<file path="config.mk">
export PLATFORM = sky130hd
export DESIGN_NAME = biosensor_packet_parser
export DESIGN_NICKNAME = d
export VERILOG_FILES = /design/src/bpp_pkg.sv /design/src/bpp_queue.sv /design/src/bpp_front.sv /design/src/bpp_back.sv /design/src/biosensor_packet_parser.sv
export SDC_FILE = /design/constraint.sdc
export NUM_CORES = 1
export LEC_CHECK = 0
export BUFFER_PORTS_ARGS = -buffer_cell sky130_fd_sc_hd__buf_4
export CAP_MARGIN = 10
export CORE_ASPECT_RATIO = 0.8
export CORE_MARGIN = 4
export CORE_UTILIZATION = 40
export CTS_BUF_LIST = sky130_fd_sc_hd__clkbuf_16
export DETAILED_ROUTE_END_ITERATION = 6
export SYNTH_ARGS = -nofsm -noshare
export SYNTH_HDL_FRONTEND = slang
export SYNTH_SLANG_ARGS = --single-unit
export TNS_END_PERCENT = 5
</file>
<file path="constraint.sdc">
create_clock -name aclk -period 4 [get_ports aclk]
set_input_delay 0.8 -clock aclk [delete_from_list [all_inputs] [get_ports aclk]]
set_output_delay 0.8 -clock aclk [all_outputs]
set_load 0.05 [all_outputs]
</file>
<file path="src/bpp_pkg.sv">
// Types and constants shared by the biosensor packet parser
`timescale 1ns / 1ps
package bpp_pkg;

    localparam int BYTE_W      = 8;
    localparam int CLIP_W      = 15;
    localparam int SAMPLE_W    = 16;
    localparam int CFG_IDX_W   = 2;
    localparam int CFG_DATA_W  = 15;
    localparam int CAP_DEPTH   = 4;
    localparam int QUEUE_DEPTH = 2;
    localparam int QPTR_W      = 1;
    localparam int QCNT_W      = 2;

    localparam logic [7:0]  SYNC_RESET   = 8'd170;
    localparam logic [7:0]  MAXLEN_RESET = 8'd169;
    localparam logic [14:0] CLIP_RESET   = 15'd6000;
    localparam logic [7:0]  LEN_RAW      = 8'd4;
    localparam logic [7:0]  LEN_STATUS   = 8'd18;

    typedef enum logic [1:0] {
        PH_SYNC1,
        PH_SYNC2,
        PH_LEN,
        PH_BODY
    } phase_t;

    typedef enum logic [1:0] {
        KIND_RAW,
        KIND_STATUS,
        KIND_BADSUM,
        KIND_OTHER
    } kind_t;

    typedef enum logic [1:0] {
        CFG_SYNC,
        CFG_MAXLEN,
        CFG_CLIP
    } cfg_idx_t;

    typedef struct packed {
        kind_t                          kind;
        logic [CAP_DEPTH-1:0][BYTE_W-1:0] bytes;
    } evt_t;

    typedef struct packed {
        logic valid;
        logic ready;
    } hs_t;

endpackage

</file>
<file path="src/bpp_queue.sv">
// Two-entry event queue between the byte parser and the result stage
`timescale 1ns / 1ps
module bpp_queue
    import bpp_pkg::*;
(
    input  logic aclk,
    input  logic aresetn,
    input  logic push,
    input  evt_t push_evt,
    output logic full,
    input  logic pop,
    output logic not_empty,
    output evt_t head_evt
);

    evt_t              entry_reg [QUEUE_DEPTH];
    logic [QPTR_W-1:0] wr_ptr_reg;
    logic [QPTR_W-1:0] wr_ptr_next;
    logic [QPTR_W-1:0] rd_ptr_reg;
    logic [QPTR_W-1:0] rd_ptr_next;
    logic [QCNT_W-1:0] count_reg;
    logic [QCNT_W-1:0] count_next;
    logic              do_push;
    logic              do_pop;

    assign full      = (count_reg == QCNT_W'(QUEUE_DEPTH));
    assign not_empty = (count_reg != '0);
    assign do_push   = push && !full;
    assign do_pop    = pop && not_empty;
    assign head_evt  = entry_reg[rd_ptr_reg];

    always_comb begin
        wr_ptr_next = do_push ? wr_ptr_reg + 1'b1 : wr_ptr_reg;
        rd_ptr_next = do_pop ? rd_ptr_reg + 1'b1 : rd_ptr_reg;
        count_next  = count_reg;
        if (do_push && !do_pop) begin
            count_next = count_reg + 1'b1;
        end else if (do_pop && !do_push) begin
            count_next = count_reg - 1'b1;
        end
    end

    always_ff @(posedge aclk) begin
        if (!aresetn) begin
            wr_ptr_reg <= '0;
            rd_ptr_reg <= '0;
            count_reg  <= '0;
        end else begin
            wr_ptr_reg <= wr_ptr_next;
            rd_ptr_reg <= rd_ptr_next;
            count_reg  <= count_next;
        end
    end

    always_ff @(posedge aclk) begin
        if (do_push) begin
            entry_reg[wr_ptr_reg] <= push_evt;
        end
    end

endmodule

</file>
<file path="src/bpp_front.sv">
// Byte parser: sync hunt, length check, payload capture and checksum classification
`timescale 1ns / 1ps
module bpp_front
    import bpp_pkg::*;
(
    input  logic              aclk,
    input  logic              aresetn,
    input  logic [BYTE_W-1:0] sync_byte,
    input  logic [BYTE_W-1:0] max_len,
    input  hs_t               in_hs,
    input  logic [BYTE_W-1:0] rx_byte,
    output logic              evt_push,
    output evt_t              evt
);

    phase_t                          phase_reg;
    phase_t                          phase_next;
    logic [BYTE_W-1:0]               len_reg;
    logic [BYTE_W-1:0]               idx_reg;
    logic [BYTE_W-1:0]               sum_reg;
    logic [CAP_DEPTH-1:0][BYTE_W-1:0] cap_reg;
    logic                            take;
    logic                            in_payload;
    logic                            at_checksum;

    assign take        = in_hs.valid && in_hs.ready;
    assign in_payload  = (idx_reg < len_reg);
    assign at_checksum = (phase_reg == PH_BODY) && !in_payload;

    // next state
    always_comb begin
        phase_next = phase_reg;
        if (take) begin
            case (phase_reg)
                PH_SYNC1: phase_next = (rx_byte == sync_byte) ? PH_SYNC2 : PH_SYNC1;
                PH_SYNC2: phase_next = (rx_byte == sync_byte) ? PH_LEN : PH_SYNC1;
                PH_LEN:   phase_next = (rx_byte > max_len) ? PH_SYNC1 : PH_BODY;
                PH_BODY:  phase_next = in_payload ? PH_BODY : PH_SYNC1;
                default:  phase_next = PH_SYNC1;
            endcase
        end
    end

    // outputs
    always_comb begin
        evt_push   = take && at_checksum;
        evt.bytes  = cap_reg;
        if (~sum_reg != rx_byte) begin
            evt.kind = KIND_BADSUM;
        end else if (len_reg == LEN_RAW) begin
            evt.kind = KIND_RAW;
        end else if (len_reg == LEN_STATUS) begin
            evt.kind = KIND_STATUS;
        end else begin
            evt.kind = KIND_OTHER;
        end
    end

    always_ff @(posedge aclk) begin
        if (!aresetn) begin
            phase_reg <= PH_SYNC1;
            len_reg   <= '0;
            idx_reg   <= '0;
            sum_reg   <= '0;
        end else begin
            phase_reg <= phase_next;
            if (take && phase_reg == PH_LEN && rx_byte <= max_len) begin
                len_reg <= rx_byte;
                idx_reg <= '0;
                sum_reg <= '0;
            end else if (take && phase_reg == PH_BODY) begin
                if (in_payload) begin
                    idx_reg <= idx_reg + 1'b1;
                    sum_reg <= sum_reg + rx_byte;
                end else begin
                    idx_reg <= '0;
                end
            end
        end
    end

    always_ff @(posedge aclk) begin
        if (take && phase_reg == PH_BODY && in_payload && idx_reg < BYTE_W'(CAP_DEPTH)) begin
            cap_reg[idx_reg[1:0]] <= rx_byte;
        end
    end

endmodule

</file>
<file path="src/bpp_back.sv">
// Result stage: sample decode, clipping, level and heart rate update, output register
`timescale 1ns / 1ps
module bpp_back
    import bpp_pkg::*;
(
    input  logic                aclk,
    input  logic                aresetn,
    input  logic [CLIP_W-1:0]   clip_limit,
    input  logic                evt_valid,
    input  evt_t                evt,
    output logic                evt_pop,
    output logic                out_valid,
    input  logic                out_ready,
    output kind_t               out_kind,
    output logic [SAMPLE_W-1:0] out_sample,
    output logic [BYTE_W-1:0]   out_level,
    output logic [BYTE_W-1:0]   out_hr
);

    logic                out_valid_reg;
    kind_t               kind_reg;
    logic [SAMPLE_W-1:0] sample_reg;
    logic [SAMPLE_W-1:0] sample_next;
    logic [BYTE_W-1:0]   level_reg;
    logic [BYTE_W-1:0]   level_next;
    logic [BYTE_W-1:0]   hr_reg;
    logic [BYTE_W-1:0]   hr_next;
    logic [BYTE_W-1:0]   hi_byte;
    logic [BYTE_W-1:0]   lo_byte;
    logic [SAMPLE_W-1:0] word;
    logic [SAMPLE_W:0]   mag;

    assign evt_pop = evt_valid && (!out_valid_reg || out_ready);

    always_comb begin
        hi_byte = evt.bytes[0][7] ? evt.bytes[2] : evt.bytes[1];
        lo_byte = evt.bytes[0][7] ? evt.bytes[3] : evt.bytes[2];
        word    = {hi_byte, lo_byte};
        mag     = word[SAMPLE_W-1] ? ((SAMPLE_W+1)'(0) - {word[SAMPLE_W-1], word})
                                   : {1'b0, word};
        sample_next = '0;
        level_next  = level_reg;
        hr_next     = hr_reg;
        case (evt.kind)
            KIND_RAW: begin
                if (level_reg != '0 && mag <= {2'b00, clip_limit}) begin
                    sample_next = word;
                end
            end
            KIND_STATUS: begin
                level_next = evt.bytes[1];
                hr_next    = (evt.bytes[1] != '0) ? evt.bytes[3] : '0;
            end
            default: begin
                sample_next = '0;
            end
        endcase
    end

    always_ff @(posedge aclk) begin
        if (!aresetn) begin
            out_valid_reg <= 1'b0;
            level_reg     <= 8'd1;
            hr_reg        <= '0;
        end else begin
            if (evt_pop) begin
                out_valid_reg <= 1'b1;
                level_reg     <= level_next;
                hr_reg        <= hr_next;
            end else if (out_ready) begin
                out_valid_reg <= 1'b0;
            end
        end
    end

    always_ff @(posedge aclk) begin
        if (evt_pop) begin
            kind_reg   <= evt.kind;
            sample_reg <= sample_next;
        end
    end

    assign out_valid  = out_valid_reg;
    assign out_kind   = kind_reg;
    assign out_sample = sample_reg;
    assign out_level  = level_reg;
    assign out_hr     = hr_reg;

endmodule

</file>
<file path="src/biosensor_packet_parser.sv">
// Top level of the biosensor serial packet parser
// Throughput: one byte per cycle, sustained while the result side keeps up.
// A checksum byte's event is written to the event queue, then moved to the result register once that is free.
// The two-entry event queue lets the byte side run on while a result waits.
// Reset: synchronous active-low aresetn restores register defaults, sync hunt,
// signal level 1 and heart rate 0; no clearing pass is needed.
`timescale 1ns / 1ps
module biosensor_packet_parser
    import bpp_pkg::*;
(
    input  logic                  aclk,
    input  logic                  aresetn,
    input  logic                  s_tvalid,
    output logic                  s_tready,
    input  logic [7:0]            s_tdata,    // [7:0] rx_byte
    output logic                  m_tvalid,
    input  logic                  m_tready,
    output logic [31:0]           m_tdata,    // [15:0] raw_sample, [23:16] signal_quality,
                                              // [31:24] heart_rate_value
    output logic [1:0]            m_tuser,    // [1:0] packet_kind
    input  logic                  cfg_valid,
    output logic                  cfg_ready,
    input  logic [CFG_IDX_W-1:0]  cfg_index,
    input  logic [CFG_DATA_W-1:0] cfg_data
);

    logic [BYTE_W-1:0]   sync_reg;
    logic [BYTE_W-1:0]   maxlen_reg;
    logic [CLIP_W-1:0]   clip_reg;
    hs_t                 in_hs;
    logic                evt_push;
    evt_t                push_evt;
    logic                q_full;
    logic                q_valid;
    logic                q_pop;
    evt_t                head_evt;
    kind_t               out_kind;
    logic [SAMPLE_W-1:0] out_sample;
    logic [BYTE_W-1:0]   out_level;
    logic [BYTE_W-1:0]   out_hr;

    assign cfg_ready = 1'b1;

    always_ff @(posedge aclk) begin
        if (!aresetn) begin
            sync_reg   <= SYNC_RESET;
            maxlen_reg <= MAXLEN_RESET;
            clip_reg   <= CLIP_RESET;
        end else if (cfg_valid && cfg_ready) begin
            case (cfg_index)
                CFG_SYNC:   sync_reg   <= cfg_data[BYTE_W-1:0];
                CFG_MAXLEN: maxlen_reg <= cfg_data[BYTE_W-1:0];
                CFG_CLIP:   clip_reg   <= cfg_data[CLIP_W-1:0];
                default: begin
                end
            endcase
        end
    end

    assign s_tready    = !q_full;
    assign in_hs.valid = s_tvalid;
    assign in_hs.ready = s_tready;

    bpp_front u_front (
        .aclk      (aclk),
        .aresetn   (aresetn),
        .sync_byte (sync_reg),
        .max_len   (maxlen_reg),
        .in_hs     (in_hs),
        .rx_byte   (s_tdata),
        .evt_push  (evt_push),
        .evt       (push_evt)
    );

    bpp_queue u_queue (
        .aclk      (aclk),
        .aresetn   (aresetn),
        .push      (evt_push),
        .push_evt  (push_evt),
        .full      (q_full),
        .pop       (q_pop),
        .not_empty (q_valid),
        .head_evt  (head_evt)
    );

    bpp_back u_back (
        .aclk       (aclk),
        .aresetn    (aresetn),
        .clip_limit (clip_reg),
        .evt_valid  (q_valid),
        .evt        (head_evt),
        .evt_pop    (q_pop),
        .out_valid  (m_tvalid),
        .out_ready  (m_tready),
        .out_kind   (out_kind),
        .out_sample (out_sample),
        .out_level  (out_level),
        .out_hr     (out_hr)
    );

    assign m_tdata = {out_hr, out_level, out_sample};
    assign m_tuser = out_kind;

endmodule

</file>
==> qor.yml <==
logic_synthesis:
  avgSynthCellArea_um2: 10.9
  yosysTopAreaCellShare_pct: 34.3
  synth-seq-area-share_pct: 52.9
  synth.cell_area_um2: 8500
  synth_cell_types: 70
  syn_inst: 776
  synth-adder-area-share_pct: 6.57
  ys_async_sr_fraction_pct: 0
  synth-seq-cells: 176
  synth-edff-count: 97
  synth_top_family_by_area: "simple AND/OR/NAND/NOR gates"
  synthTopCellsByCount: "97 x edfxtp_1, 79 x dfxtp_1, 75 x nand2_1"
  syn_nets: 850
  yosys_most_used_dff: "edfxtp_1"
  synth_most_common_cell: "edfxtp_1"
  synth_warnings: 0
  yosys-top-cells-area: "edfxtp_1 34%, dfxtp_1 19%, ha_1 6.3%"
  synth_compound_area_share_pct: 10.8
  synth.largest_area_cell: "edfxtp_1"
  synthXorXnorAreaFrac_pct: 3.61
  yosys.area_share.simple_pct: 15.1
  muxShareOfSynthArea_pct: 7.26
sta:
  setup_violations: 0
  rsz0062_at_grt: "false"
  hold_viol: 0
  finClkSkew_ns: 0.0108
  fin_crit_ns: 3.65
  fin_setup_tns_ns: 0
  max_freq_ghz: 0.274
  max_slew_margin_pct: 47.0
  slew_violations: 0
  tightest_slew_ns: 0.794
  fin_crit_sh_pct: 91.2
layout:
  post-route-util_pct: 48.1
  drive_gt1_share_pct: 17.9
  area_growth_pct: 17.4
  ff_latch_area_um2: 4500
  diodes: 0
  fillers: 1935
  multi_input_area_um2: 3700
  final_nets: 925
  largest_reg_flops: 54
detailed_routing:
  via_count: 5844
  via_per_inst: 5.16
  drc: 0
  wirelength_um: 20100
  ant_nets: 0
  firstDrtPassIters: 5
  drtIter0Drc: 351
  wl_per_cell_um: 17.7
clocking:
  cts.sinks: 176
  cts.reportedPaths.clkPinSlew_ns: 0.07
  clock_latency_ns: 0.43
  htreeDepth: 4
  ctsHoldBuffers: 0
  clockRootBuffer: "clkbuf_16"
  numCtsBuffers: 17
  cts_buffer_depth: 2
  cts_tree: "yes"
global_route:
  grt.overflow.total: 0
  grt_pass1_wl_um: 31500
  grt_max_degree: 66
  antenna_found_initial: 0
  grt_pass1_vias: 5578
  gr-usage-all-layers_pct: 17.2
floorplanning:
  die_area_um2: 23700
  chipWidth_um: 171
  coreArea_um2: 20800
  rows: 47
  die_y_um: 138
  io_pins: 67
  start_util_pct: 40.9
placed_design:
  io_buffers: 65
  place_congestion: 0.855
  post-dp-hpwl_um: 14600
pwr:
  cellPowerDensity_nw_per_um2: 606
  leakage_nw: 3.91
  vdd_drop_max_v: 0.000376
worst_setup_path:
  crit_type: "flop to flop"
  start_kind: "flop"
  crit_required_ns: 4.25
  cp.arrival_ns: 3.90
  cp_max_fo: 9
  end_kind: "flop"
status:
  status: "finished, final reports clean"
run:
  maxCapViolCount: 0
hold_path:
  hp-class: "flop to flop"
==> report_power, final <==
part	internal (mW)	leakage, nW	switching, mW	total, mW
clock network	1.04	0.320	0.735	1.78
logic	0.765	2.06	1.31	2.07
registers	2.10	1.53	0.0929	2.20
total	3.91	3.91	2.13	6.05
==> worst max-delay path, stage by stage, from the launching register on <==
cell and delay (ns):
dfxtp_2 0.42, buf_4 0.18, mux2i_4 0.29, or2_1 0.15
o21ai_0 0.12, ha_2 0.22, buf_4 0.13, a21oi_1 0.14
xnor2_1 0.15, ha_1 0.27, and3_1 0.17, a221o_1 0.35
nand2_1 0.07, nor4bb_1 0.33, a22oi_2 0.21, a311oi_1 0.26
==> placed cells by master (no fill, tap or decap), types with 6 or more instances in the layout <==
cell type | synthesis | final
xor2_1 | 16 | 16
nor3_1 | 15 | 15
nor2_1 | 56 | 53
o21ai_0 | 20 | 20
a21oi_1 | 44 | 44
o211ai_1 | 12 | 12
nand2_1 | 75 | 75
and2_1 | 8 | 8
o211a_1 | 7 | 7
nor3b_1 | 6 | 6
a22oi_1 | 9 | 8
mux2i_1 | 40 | 40
mux2_2 | 16 | 16
edfxtp_1 | 97 | 97
and3_1 | 8 | 8
inv_1 | 40 | 40
clkbuf_16 | 0 | 20
dfxtp_1 | 79 | 78
a21boi_0 | 13 | 13
ha_1 | 43 | 42
nor2b_1 | 34 | 34
nand4_1 | 8 | 8
buf_4 | 3 | 85
xnor2_1 | 19 | 19
==> cell type report <==
| class | instances | area share, % |
|---|---|---|
| Clock buffer | 20 | 5.02 |
| Clock inverter | 12 | 1.37 |
| Inverter | 40 | 1.50 |
| Multi-Input combinational cell | 530 | 37.1 |
| Sequential cell | 176 | 45.0 |
| Tap cell | 269 | 3.37 |
| Timing Repair Buffer | 86 | 6.59 |
==> what timing repair did <==
action | in CTS | in global routing
setup buffers | 0 | 2
gates resized for setup | 0 | 3
setup endpoints to repair | 0 | 16
==> routing by layer <==
metal  wire, um  GRT usage (%)  share of wire (%)
met3       1080           3.68                5.4
met5          0              0                  0
met1      10200           26.4                 51
met2       8600           24.9                 43
met4        194           3.92               0.97
==> final timing paths <==
path | startpoint | to | slack (ns) | cells past startpoint
worst min-delay path | u_front.evt[9] | u_queue.entry_reg[1][9] | 0.45 | 0
worst max register to register | flop | u_back.out_sample[15] | 0.35 | 15
worst max-delay path | flop | u_back.out_sample[15] | 0.35 | 15
worst min register to register | u_front.evt[9] | u_queue.entry_reg[1][9] | 0.45 | 0
==> metrics by stage <==
stage | instances | setup WS [ns] | power (mW) | hold WS (ns) | instance area [um2]
finish | 1133 | 0.350 | 6.05 | 0.445 | 9980
global route | 1133 | 0.0267 | 6.37 | 0.451 | 9980
CTS | 1131 | 0.0816 | 6.08 | 0.441 | 9950
detailed placement | 1099 | 0.0973 | 4.29 | 0.431 | 9320
global placement | 1099 | 0.202 | 4.28 | 0.424 | 9320
floorplan | 776 | 0.0892 | 3.71 | 0.421 | 8500
==> kinds of logic (layout without fill, tap and decap cells) <==
| family | after synthesis | after routing |
|---|---|---|
| compound gates | 140 | 140 |
| xor+xnor | 35 | 35 |
| fa+ha+maj | 44 | 44 |
| buf+inv | 70 | 158 |
| flops | 176 | 176 |
| mux | 58 | 58 |
| other cells | 1 | 1 |
| simple gates | 252 | 252 |
(Power assumes the default switching activity.)
